$ cat config.mk
export PLATFORM = sky130hd
export DESIGN_NAME = stack_language_tokenizer_core
export DESIGN_NICKNAME = d
export VERILOG_FILES = /design/src/rtl/slt_pkg.sv /design/src/rtl/slt_front.sv /design/src/rtl/slt_back.sv /design/src/rtl/stack_language_tokenizer_core.sv
export VERILOG_INCLUDE_DIRS = /design/src /design/src/rtl
export SDC_FILE = /design/constraint.sdc
export NUM_CORES = 2
export LEC_CHECK = 0
export BUFFER_PORTS_ARGS = -buffer_cell sky130_fd_sc_hd__buf_2
export CORE_ASPECT_RATIO = 0.8
export CORE_MARGIN = 5
export CORE_UTILIZATION = 42
export DETAILED_ROUTE_END_ITERATION = 8
export GPL_TIMING_DRIVEN = 0
export SLEW_MARGIN = 30
export SYNTH_ARGS = -nofsm -noshare
export SYNTH_HDL_FRONTEND = slang
export SYNTH_HIERARCHICAL = 1
export SYNTH_SLANG_ARGS = --single-unit
export TNS_END_PERCENT = 50
$ cat constraint.sdc
create_clock -name clock -period 11.4 [get_ports clock]
set_clock_uncertainty 0.15 [all_clocks]
set_input_delay 0.57 -clock clock [delete_from_list [all_inputs] [get_ports clock]]
set_output_delay 0.57 -clock clock [all_outputs]
set_load 0.005 [all_outputs]
$ cat src/rtl/assert_macros.svh
// ----------------------------------------------------------------------------
// assert_macros
// Assertion helpers for the tokenizer RTL.
// ----------------------------------------------------------------------------
`ifndef ASSERT_MACROS_SVH
`define ASSERT_MACROS_SVH

// Implication checked every clock edge outside reset.
`define SLT_ASSERT_IMP(label, clk, rst, ante, cons, msg) \
   label: assert property (@(posedge clk) disable iff (rst) (ante) |-> (cons)) \
      else $error(msg);

// Condition that must never hold outside reset.
`define SLT_ASSERT_NEVER(label, clk, rst, cond, msg) \
   label: assert property (@(posedge clk) disable iff (rst) !(cond)) \
      else $error(msg);

`endif

$ cat src/rtl/slt_pkg.sv
// ----------------------------------------------------------------------------
// slt_pkg
// Shared types and codes for the stack language tokenizer.
// ----------------------------------------------------------------------------
package slt_pkg;

   localparam logic [4:0] K_INT   = 5'd0;
   localparam logic [4:0] K_CHR   = 5'd1;
   localparam logic [4:0] K_IDN   = 5'd2;
   localparam logic [4:0] K_ADD   = 5'd3;
   localparam logic [4:0] K_SUB   = 5'd4;
   localparam logic [4:0] K_MUL   = 5'd5;
   localparam logic [4:0] K_DIV   = 5'd6;
   localparam logic [4:0] K_MOD   = 5'd7;
   localparam logic [4:0] K_PUT   = 5'd8;
   localparam logic [4:0] K_OUT   = 5'd9;
   localparam logic [4:0] K_DUP2  = 5'd10;
   localparam logic [4:0] K_ROT   = 5'd11;
   localparam logic [4:0] K_SWP   = 5'd12;
   localparam logic [4:0] K_INV   = 5'd13;
   localparam logic [4:0] K_DMP   = 5'd14;
   localparam logic [4:0] K_DUP   = 5'd15;
   localparam logic [4:0] K_DROP  = 5'd16;
   localparam logic [4:0] K_IF    = 5'd17;
   localparam logic [4:0] K_END   = 5'd18;
   localparam logic [4:0] K_GR    = 5'd19;
   localparam logic [4:0] K_GE    = 5'd20;
   localparam logic [4:0] K_EQ    = 5'd21;
   localparam logic [4:0] K_LE    = 5'd22;
   localparam logic [4:0] K_LT    = 5'd23;
   localparam logic [4:0] K_NT    = 5'd24;
   localparam logic [4:0] K_EOF   = 5'd25;
   localparam logic [4:0] K_CHERR = 5'd26;

   localparam logic [7:0] CH_NL    = 8'h0A;
   localparam logic [7:0] CH_TAB   = 8'h09;
   localparam logic [7:0] CH_SP    = 8'h20;
   localparam logic [7:0] CH_DOLLAR= 8'h24;
   localparam logic [7:0] CH_QUOTE = 8'h27;
   localparam logic [7:0] CH_EQ    = 8'h3D;
   localparam logic [7:0] CH_GT    = 8'h3E;
   localparam logic [7:0] CH_LT    = 8'h3C;

   // byte classes from the front end
   localparam logic [2:0] C_OTHER = 3'd0;
   localparam logic [2:0] C_DIGIT = 3'd1;
   localparam logic [2:0] C_BLANK = 3'd2;
   localparam logic [2:0] C_NL    = 3'd3;
   localparam logic [2:0] C_EQ    = 3'd4;
   localparam logic [2:0] C_QUOTE = 3'd5;

   typedef struct packed {
      logic [7:0] source_byte;
      logic       is_final;
   } req_type;

   typedef struct packed {
      logic [4:0]  token_kind;
      logic [63:0] token_value;
      logic [15:0] token_line;
      logic [15:0] token_column;
      logic        last_of_run;
   } rsp_type;

   typedef struct packed {
      logic [7:0] source_byte;
      logic       is_final;
      logic [2:0] byte_class;
      logic [4:0] op_kind;   // single-byte operator kind, K_EOF when none
   } cls_type;

   // keyword lookup; word packed big-endian into 64 bits
   function automatic logic [4:0] kw_kind(input logic [63:0] w, input logic [3:0] len);
      logic [4:0] k;
      k = K_IDN;
      if (len == 4'd3) begin
         if (w == 64'h6F7574) k = K_OUT;
         else if (w == 64'h707574) k = K_PUT;
         else if (w == 64'h647570) k = K_DUP;
         else if (w == 64'h726F74) k = K_ROT;
         else if (w == 64'h656E64) k = K_END;
      end else if (len == 4'd4) begin
         if (w == 64'h64756D70) k = K_DMP;
         else if (w == 64'h64757032) k = K_DUP2;
         else if (w == 64'h73776170) k = K_SWP;
         else if (w == 64'h64726F70) k = K_DROP;
      end else if (len == 4'd2) begin
         if (w == 64'h6966) k = K_IF;
      end
      return k;
   endfunction

endpackage

$ cat src/rtl/slt_front.sv
// ----------------------------------------------------------------------------
// slt_front
// Accepts source bytes, classifies them and pushes them into a small queue.
// ----------------------------------------------------------------------------
module slt_front (
   input  logic              clock,
   input  logic              reset,
   input  logic              req_valid,
   output logic              req_stall,
   input  slt_pkg::req_type  req_data,
   output logic              q_valid,
   input  logic              q_pop,
   output slt_pkg::cls_type  q_data
);
   localparam int DEPTH = 4;

   slt_pkg::cls_type  mem_ff [DEPTH];
   logic [1:0] wr_ff, wr_in, rd_ff, rd_in;
   logic [2:0] cnt_ff, cnt_in;
   slt_pkg::cls_type  cls;
   logic push;

   always_comb begin
      cls.source_byte = req_data.source_byte;
      cls.is_final    = req_data.is_final;
      cls.op_kind     = slt_pkg::K_EOF;
      unique case (req_data.source_byte)
         8'h2B: cls.op_kind = slt_pkg::K_ADD;
         8'h2D: cls.op_kind = slt_pkg::K_SUB;
         8'h2A: cls.op_kind = slt_pkg::K_MUL;
         8'h2F: cls.op_kind = slt_pkg::K_DIV;
         8'h25: cls.op_kind = slt_pkg::K_MOD;
         8'h3D: cls.op_kind = slt_pkg::K_EQ;
         8'h21: cls.op_kind = slt_pkg::K_NT;
         default: cls.op_kind = slt_pkg::K_EOF;
      endcase
      if (req_data.source_byte >= 8'h30 && req_data.source_byte <= 8'h39)
         cls.byte_class = slt_pkg::C_DIGIT;
      else if (req_data.source_byte == slt_pkg::CH_SP ||
               req_data.source_byte == slt_pkg::CH_TAB)
         cls.byte_class = slt_pkg::C_BLANK;
      else if (req_data.source_byte == slt_pkg::CH_NL)
         cls.byte_class = slt_pkg::C_NL;
      else if (req_data.source_byte == slt_pkg::CH_EQ)
         cls.byte_class = slt_pkg::C_EQ;
      else if (req_data.source_byte == slt_pkg::CH_QUOTE)
         cls.byte_class = slt_pkg::C_QUOTE;
      else
         cls.byte_class = slt_pkg::C_OTHER;
   end

   assign req_stall = (cnt_ff == 3'(DEPTH));
   assign push      = req_valid && !req_stall;
   assign q_valid   = (cnt_ff != 3'd0);
   assign q_data    = mem_ff[rd_ff];

   always_comb begin
      wr_in  = push  ? wr_ff + 2'd1 : wr_ff;
      rd_in  = q_pop ? rd_ff + 2'd1 : rd_ff;
      cnt_in = cnt_ff + {2'd0, push} - {2'd0, q_pop};
   end

   always_ff @(posedge clock) begin
      if (reset) begin
         wr_ff  <= '0;
         rd_ff  <= '0;
         cnt_ff <= '0;
      end else begin
         wr_ff  <= wr_in;
         rd_ff  <= rd_in;
         cnt_ff <= cnt_in;
      end
      if (push) mem_ff[wr_ff] <= cls;
   end
endmodule

$ cat src/rtl/slt_back.sv
// ----------------------------------------------------------------------------
// slt_back
// Scanner state machine: turns classified bytes into up to three tokens,
// delivered one per cycle through an output register unless rsp_stall holds.
// ----------------------------------------------------------------------------
module slt_back #(
   parameter int POSITION_BITS     = 16,
   parameter int WORD_PREFIX_CHARS = 5
) (
   input  logic              clock,
   input  logic              reset,
   input  logic              q_valid,
   output logic              q_pop,
   input  slt_pkg::cls_type  q_data,
   output logic              rsp_valid,
   input  logic              rsp_stall,
   output slt_pkg::rsp_type  rsp_data
);
   localparam logic [2:0] M_IDLE = 3'd0, M_COMMENT = 3'd1, M_NUMBER = 3'd2, M_WORD = 3'd3,
                          M_CHAR1 = 3'd4, M_CHAR2 = 3'd5, M_GREATER = 3'd6, M_LESS = 3'd7;
   localparam logic [POSITION_BITS-1:0] POS_MAX = '1;
   localparam int WB = 8 * WORD_PREFIX_CHARS;

   logic [2:0]  mode_ff, mode_in;
   logic [63:0] acc_ff, acc_in;
   logic        bad_ff, bad_in;
   logic [WB-1:0] word_ff, word_in;
   logic [3:0]  wlen_ff, wlen_in;
   logic [7:0]  chr_ff, chr_in;
   logic [POSITION_BITS-1:0] line_ff, line_in, col_ff, col_in, col_t;

   // result buffer: up to three tokens for one byte
   slt_pkg::rsp_type buf_ff [3], buf_in [3];
   logic [1:0] bcnt_ff, bcnt_in, bidx_ff, bidx_in;
   logic [1:0] n;

   logic [7:0] b;
   logic [2:0] bc;
   logic consumed, go, out_free;
   logic [67:0] sum;

   // output register
   logic rv_ff, rv_in;
   slt_pkg::rsp_type rd_ff, rd_in;

   function automatic logic [POSITION_BITS-1:0] inc(input logic [POSITION_BITS-1:0] v);
      return (v == POS_MAX) ? v : v + 1'b1;
   endfunction
   function automatic logic [POSITION_BITS-1:0] line_t(input logic [POSITION_BITS-1:0] v);
      return v;
   endfunction
   function automatic logic [4:0] kw(input logic [WB-1:0] w, input logic [3:0] l);
      return (l < 4'(WORD_PREFIX_CHARS)) ? slt_pkg::kw_kind(64'(w), l) : slt_pkg::K_IDN;
   endfunction
   function automatic logic [4:0] word_kind();
      return kw(word_ff, wlen_ff);
   endfunction

   assign b  = q_data.source_byte;
   assign bc = q_data.byte_class;
   assign out_free = !rv_ff || !rsp_stall;
   assign go = q_valid && (bcnt_ff == 2'd0);
   assign q_pop = go;
   assign rsp_valid = rv_ff;
   assign rsp_data  = rd_ff;
   assign sum = {4'd0, acc_ff} * 68'd10 + {64'd0, b[3:0]};

   always_comb begin
      mode_in = mode_ff; acc_in = acc_ff; bad_in = bad_ff; word_in = word_ff;
      wlen_in = wlen_ff; chr_in = chr_ff; line_in = line_ff; col_t = col_ff;
      consumed = 1'b0; n = 2'd0;
      for (int i = 0; i < 3; i++) buf_in[i] = buf_ff[i];
      if (go) begin
         unique case (mode_ff)
            M_GREATER, M_LESS: begin
               if (bc == slt_pkg::C_EQ) begin
                  consumed = 1'b1;
                  buf_in[n] = '{(mode_ff == M_GREATER) ? slt_pkg::K_GE : slt_pkg::K_LE,
                                64'd0, 16'(line_t(line_ff)), 16'(col_t), 1'b0};
               end else
                  buf_in[n] = '{(mode_ff == M_GREATER) ? slt_pkg::K_GR : slt_pkg::K_LT,
                                64'd0, 16'(line_ff), 16'(col_t), 1'b0};
               n = n + 2'd1; col_t = inc(col_t); mode_in = M_IDLE;
            end
            M_COMMENT: begin
               if (bc == slt_pkg::C_NL) mode_in = M_IDLE;
               else consumed = 1'b1;
            end
            M_NUMBER: begin
               if (bc == slt_pkg::C_BLANK || bc == slt_pkg::C_NL) begin
                  buf_in[n] = '{bad_ff ? slt_pkg::K_INV : slt_pkg::K_INT,
                                bad_ff ? 64'd0 : acc_ff, 16'(line_ff), 16'(col_t), 1'b0};
                  n = n + 2'd1; col_t = inc(col_t); mode_in = M_IDLE;
               end else begin
                  consumed = 1'b1;
                  if (bc != slt_pkg::C_DIGIT) bad_in = 1'b1;
                  else if (!bad_ff) begin
                     if (sum[67:64] != 4'd0) bad_in = 1'b1;
                     else acc_in = sum[63:0];
                  end
               end
            end
            M_WORD: begin
               if (bc == slt_pkg::C_BLANK || bc == slt_pkg::C_NL) begin
                  buf_in[n] = '{word_kind(), 64'd0, 16'(line_ff), 16'(col_t), 1'b0};
                  n = n + 2'd1; col_t = inc(col_t); mode_in = M_IDLE;
               end else begin
                  consumed = 1'b1;
                  if (wlen_ff < 4'(WORD_PREFIX_CHARS)) begin
                     word_in = {word_ff[WB-9:0], b};
                     wlen_in = wlen_ff + 4'd1;
                  end
               end
            end
            M_CHAR1: begin
               chr_in = b; mode_in = M_CHAR2; consumed = 1'b1;
            end
            M_CHAR2: begin
               buf_in[n] = (bc == slt_pkg::C_QUOTE) ?
                  '{slt_pkg::K_CHR, {56'd0, chr_ff}, 16'(line_ff), 16'(col_t), 1'b0} :
                  '{slt_pkg::K_CHERR, 64'd0, 16'(line_ff), 16'(col_t), 1'b0};
               n = n + 2'd1; col_t = inc(col_t); mode_in = M_IDLE; consumed = 1'b1;
            end
            default: mode_in = M_IDLE;
         endcase
         if (!consumed) begin
            mode_in = M_IDLE;
            if (bc == slt_pkg::C_NL) begin
               line_in = inc(line_ff); col_t = '0;
            end else if (b == slt_pkg::CH_DOLLAR) mode_in = M_COMMENT;
            else if (bc == slt_pkg::C_BLANK) col_t = inc(col_t);
            else if (q_data.op_kind != slt_pkg::K_EOF) begin
               buf_in[n] = '{q_data.op_kind, 64'd0, 16'(line_ff), 16'(col_t), 1'b0};
               n = n + 2'd1; col_t = inc(col_t);
            end else if (b == slt_pkg::CH_GT) mode_in = M_GREATER;
            else if (b == slt_pkg::CH_LT) mode_in = M_LESS;
            else if (bc == slt_pkg::C_DIGIT) begin
               mode_in = M_NUMBER; acc_in = {60'd0, b[3:0]}; bad_in = 1'b0;
            end else if (bc == slt_pkg::C_QUOTE) mode_in = M_CHAR1;
            else begin
               mode_in = M_WORD; word_in = WB'(b); wlen_in = 4'd1;
            end
         end
         if (q_data.is_final) begin
            unique case (mode_in)
               M_NUMBER: begin
                  buf_in[n] = '{bad_in ? slt_pkg::K_INV : slt_pkg::K_INT,
                                bad_in ? 64'd0 : acc_in, 16'(line_in), 16'(col_t), 1'b0};
                  n = n + 2'd1; col_t = inc(col_t);
               end
               M_WORD: begin
                  buf_in[n] = '{kw(word_in, wlen_in), 64'd0, 16'(line_in), 16'(col_t), 1'b0};
                  n = n + 2'd1; col_t = inc(col_t);
               end
               M_GREATER, M_LESS: begin
                  buf_in[n] = '{(mode_in == M_GREATER) ? slt_pkg::K_GR : slt_pkg::K_LT,
                                64'd0, 16'(line_in), 16'(col_t), 1'b0};
                  n = n + 2'd1; col_t = inc(col_t);
               end
               M_CHAR1, M_CHAR2: begin
                  buf_in[n] = '{slt_pkg::K_CHERR, 64'd0, 16'(line_in), 16'(col_t), 1'b0};
                  n = n + 2'd1; col_t = inc(col_t);
               end
               default: ;
            endcase
            buf_in[n] = '{slt_pkg::K_EOF, 64'd0, 16'(line_in), 16'(col_t), 1'b0};
            n = n + 2'd1;
            mode_in = M_IDLE; acc_in = '0; bad_in = 1'b0; word_in = '0; wlen_in = '0;
            chr_in = '0; line_in = '0; col_t = '0;
         end
         if (n != 2'd0) buf_in[n - 2'd1].last_of_run = 1'b1;
      end
   end
   assign col_in = col_t;

   // drain buffer into the output register
   always_comb begin
      rv_in = rv_ff && rsp_stall;
      rd_in = rd_ff;
      bcnt_in = go ? n : bcnt_ff;
      bidx_in = go ? 2'd0 : bidx_ff;
      if (!go && bcnt_ff != 2'd0 && out_free) begin
         rv_in = 1'b1;
         rd_in = buf_ff[bidx_ff];
         if (bidx_ff + 2'd1 == bcnt_ff) begin
            bcnt_in = 2'd0; bidx_in = 2'd0;
         end else bidx_in = bidx_ff + 2'd1;
      end
   end

   always_ff @(posedge clock) begin
      if (reset) begin
         mode_ff <= M_IDLE; acc_ff <= '0; bad_ff <= 1'b0; word_ff <= '0; wlen_ff <= '0;
         chr_ff <= '0; line_ff <= '0; col_ff <= '0;
         bcnt_ff <= '0; bidx_ff <= '0; rv_ff <= 1'b0;
      end else begin
         mode_ff <= mode_in; acc_ff <= acc_in; bad_ff <= bad_in; word_ff <= word_in;
         wlen_ff <= wlen_in; chr_ff <= chr_in; line_ff <= line_in; col_ff <= col_in;
         bcnt_ff <= bcnt_in; bidx_ff <= bidx_in; rv_ff <= rv_in;
      end
      rd_ff <= rd_in;
      for (int i = 0; i < 3; i++) buf_ff[i] <= buf_in[i];
   end
endmodule

$ cat src/rtl/stack_language_tokenizer_core.sv
// ----------------------------------------------------------------------------
// stack_language_tokenizer_core
// Streaming tokenizer for a small stack language, one source byte per request.
// ----------------------------------------------------------------------------
// One byte is taken per request; the front end classifies it and queues it
// (4 entries), the back end scans it and stages up to three tokens, which
// leave through a registered output one per cycle unless rsp_stall holds.
// A byte yielding no token leaves the scanner free for the next byte; a
// byte yielding tokens holds it until its buffer drains, so throughput is
// one byte per cycle on operator-light text; otherwise the drain sets it.
`include "assert_macros.svh"

module stack_language_tokenizer_core #(
   parameter int POSITION_BITS     = 16,
   parameter int WORD_PREFIX_CHARS = 5
) (
   input  logic              clock,
   input  logic              reset,
   input  logic              req_valid,
   output logic              req_stall,
   input  slt_pkg::req_type  req_data,
   output logic              rsp_valid,
   input  logic              rsp_stall,
   output slt_pkg::rsp_type  rsp_data
);
   logic             q_valid, q_pop;
   slt_pkg::cls_type q_data;

   // front end: accept and classify
   slt_front u_front (
      .clock, .reset, .req_valid, .req_stall, .req_data,
      .q_valid, .q_pop, .q_data
   );

   // back end: scan and emit tokens
   slt_back #(
      .POSITION_BITS(POSITION_BITS), .WORD_PREFIX_CHARS(WORD_PREFIX_CHARS)
   ) u_back (
      .clock, .reset, .q_valid, .q_pop, .q_data, .rsp_valid, .rsp_stall, .rsp_data
   );

   `SLT_ASSERT_NEVER(a_pop_empty, clock, reset, q_pop && !q_valid, "pop from empty queue")
   `SLT_ASSERT_IMP(a_rsp_hold, clock, reset, rsp_valid && rsp_stall, ##1 rsp_valid,
      "response dropped while stalled")
   `SLT_ASSERT_IMP(a_kind_range, clock, reset, rsp_valid, rsp_data.token_kind <= slt_pkg::K_CHERR,
      "bad token kind")
endmodule

==> metrics.md <==
| Metric | Value |
|---|---|
| Outcome | completed |
| Critical path class | reg2reg |
| Asr flop ratio synth | 0% |
| Switching share of power | 42.22% |
| Vias | 37.89k |
| Crit-path cells | clkbuf_1, buf_2, mux4_2, nor2b_1, clkbuf_1, a22oi_1, o21ai_1, and3_1, clkbuf_1, nand2_1, o21ai_0, nand2b_1, clkbuf_1, clkbuf_1, nand2_1, a21boi_0, ha_1, clkbuf_1, nand2b_1, or2_2, inv_1, nand2b_1, clkbuf_1, o21ai_0 |
| Root Driver | clkbuf_16 |
| Sink Count | 642 |
| Min-Delay Path Class | in2reg |
| Global placer's final weighted congestion | 0.9929 |
| Pwr Total | 11.52 mW |
| RSZ-0062 raised after global routing | false |
| Reg power frac | 35.8% |
| Final #Nets | between 4k and 5k |
| Slowest Stage Delay on Critical Path | 0.78 ns |
| Overflow after GRT | 0 |
| Cell Int Power | 6.655 mW |
| Comb pwr share | between 40% and 50% |
| Flops & latches, synth | 642 |
| DRT antenna net count | 0 |
| CP arrival | 9.51 ns |
| WP data required | around 12 ns |
| Synth Instances | 4,438 |
| Largest area contributor in the netlist | edfxtp_1 |
| Synth Cell Area | 40,220 um2 |
| Slew at the pin closest to its max-slew limit | approximately 1.1 ns |
| Routed len/inst | roughly 26 um |
| Crit path launch type | flip-flop |
| Crit Path Max Fanout | 10 |
| Post-Route Utilization | 47.96% |
| CTS Buffer Depth | 3 |
| Initial antenna violation count | 4 |
| Top cells by area, synth | edfxtp_1, dfxtp_1, nand2_1, o21ai_0, ha_1 |
| Post-synth EDFFs | 476 |
| Largest net degree at the start of global routing | 44 |
| Crit path top cell by count | clkbuf_1 |
| Fin crit share | 80.81% |
| Relative slew margins | 25.93% |
| Die Height | between 200 and 300 um |
| Htree depth | 3 |
| Die Area | 102,100 um2 |
| Total Routing Usage GR | 29.46% |
| F_max | 108.6 MHz |
| IO buf count | roughly 120 |
| Crit path capture type | flip-flop |
| Clock latency at the later pin of the worst-skew pair | roughly 0.67 ns |
| Post-Synthesis Net Count | 4,602 |
| # rows | 101 |
| CTS buffer count | between 70 and 80 |
| Share of layout cells above drive strength 1 | 9.584% |
| Pre-antenna DRT Iters | 7 |
| Hpwl dp | ~120,000 um |
| Final Slew Violations | 0 |
| Placed Instance Area | 42,970 um2 |
| Max_cap viols | 0 |
| CP max-delay cell | clkbuf_1 |
| Avg Inst Size Synth | 9.062 um2 |
| Area growth syn-to-layout | 13.17% |
| Routed vias/inst | 6.310 |
| Post-synth top area share | 35.54% |
| Distinct cell type count of the synthesized netlist | 119 |
| Final instance area | 45,520 um2 |
| Seq/Total Area, Yosys | 43.80% |
| Final Hold Vio Count | 0 |
| # fillers | 9,117 |
| Die X-Extent | ~360 um |
| Core area | 94,900 um2 |
| Initial Utilization | 42.38% |
| Vias in the first global route | 34.05k |
| Static Leak | 15.98 nW |
| Initial drt markers | 5,590 |
| VDD IR max | 192.5 uV |
| Reg clk slew, reported paths | 0.06 ns |
| First-pass GRT wire length | 228,500 um |
| Post-Route WL | 156,500 um |
| Clock power share | between 20% and 30% |
| Top FF cell, synth | edfxtp_1 |
| Setup violations, final | 0 |
| Pre-CTS WS | 2.832 ns |
| Psw | just under 5 mW |
| Final setup margin | 2.188 ns |
| Post_cts resized | 0 |
| Post-layout minimum cycle time | a little over 9 ns |
| Synth warn | 6 |
| Power per cell area | 253.1 nW/um2 |
| CTS tree | done |
| Ports | between 100 and 150 |
| Drc violations | 0 |
## critical path, delay by kind of cell, from the launching register on
kind | cells | cell delay [ns]
mux | 1 | 0.37
fa+ha+maj | 1 | 0.30
simple gates | 8 | 2.46
compound gates | 5 | 1.52
buf+inv | 9 | 3.88
flops | 1 | 0.30
## through the flow
stage	TNS, ns	instances	hold WS [ns]
2_1_floorplan	0	4438	0.3018
3_3_place_gp	-44.37	5840	0.3310
3_5_place_dp	0	5867	0.3344
4_1_cts	0	6003	0.0008712
5_1_grt	0	6003	0.02151
6_report	0	6005	0.03902
## power by group through the flow
stage | clock network, mW | registers, mW | logic (mW)
finish | 2.50 | 4.13 | 4.89
global route | 2.64 | 4.20 | 5.15
CTS | 2.54 | 4.12 | 4.71
detailed placement | 0 | 4.16 | 4.69
global placement | 0 | 4.39 | 4.82
floorplan | 0 | 4.22 | 2.62
## cells in the final DEF (no fill, tap or decap), drive strengths merged, types with 19 or more instances in the layout
master	instances
edfxtp	476
nand4	59
nor4	36
buf	200
nor2	429
xnor2	80
a31oi	45
o211ai	36
a22o	57
xor2	67
ha	148
o21ai	467
nand3b	19
or2	25
clkbuf	318
clkinv	24
a211oi	43
and2	46
a221o	23
nand2	659
o21a	23
a21oi	281
nand3	114
inv	67
mux2i	134
or3	21
and3	33
nor3	138
a22oi	95
nand2b	30
dfxtp	166
a21o	34
o22ai	25
## per-layer routing
layer	wire length, um	up-vias	track usage [%]
met4	4001	0	7.007
met3	22220	249	9.288
met2	61460	2403	40.17
li1	-	16980	-
met1	68780	18260	44.93
met5	0	-	0
## timing repair
action,4_1_cts,5_1_grt
buffers inserted,0,0
endpoints found under the setup margin,0,0
hold buffers,3,0
endpoints found under the hold margin,12,0
## final timing paths
check | slack, ns | from | end | cells after the start
setup / recovery | 2.19 | flip-flop | u_back/buf_ff[0][88] | 24
setup reg to reg | 2.19 | flip-flop | u_back/buf_ff[0][88] | 24
hold reg to reg | 0.35 | u_back/word_ff[32] | u_back/word_ff[32] | 2
hold / removal | 0.04 | req_data[3] | u_front/mem_ff[0][11] | 1
## logic make-up after synthesis
family | share of synthesized area (%)
XOR/XNOR | 3.220
adder cells (fa/ha/maj) | 4.779
buffers and inverters | 3.506
flip-flops | 43.80
multiplexers | 4.567
AO/OA/AOI/OAI | 20.24
AND/OR/NAND/NOR | 19.88
## layout make-up
type | count | area [um2] | share of cell area (%)
antenna | 2 | 5.005 | 0.01100
clock inverter | 45 | 568.0 | 1.248
sequential | 642 | 17620 | 38.70
tap | 1287 | 1610 | 3.538
inverter | 63 | 236.5 | 0.5195
timing repair buffer | 145 | 1095 | 2.405
buffer | 288 | 1194 | 2.622
clock buffer | 88 | 1923 | 4.225
multi-input combinational | 3445 | 21270 | 46.73
## synth_stat cells (all sizes together), types with 57 or more instances
master,n
a21oi,281
a22o,57
a22oi,95
buf,58
clkbuf,230
dfxtp,166
edfxtp,476
ha,148
inv,60
mux2i,134
nand2,659
nand3,114
nand4,59
nor2,429
nor3,138
o21ai,467
xnor2,80
xor2,67
(Power assumes the default switching activity.)
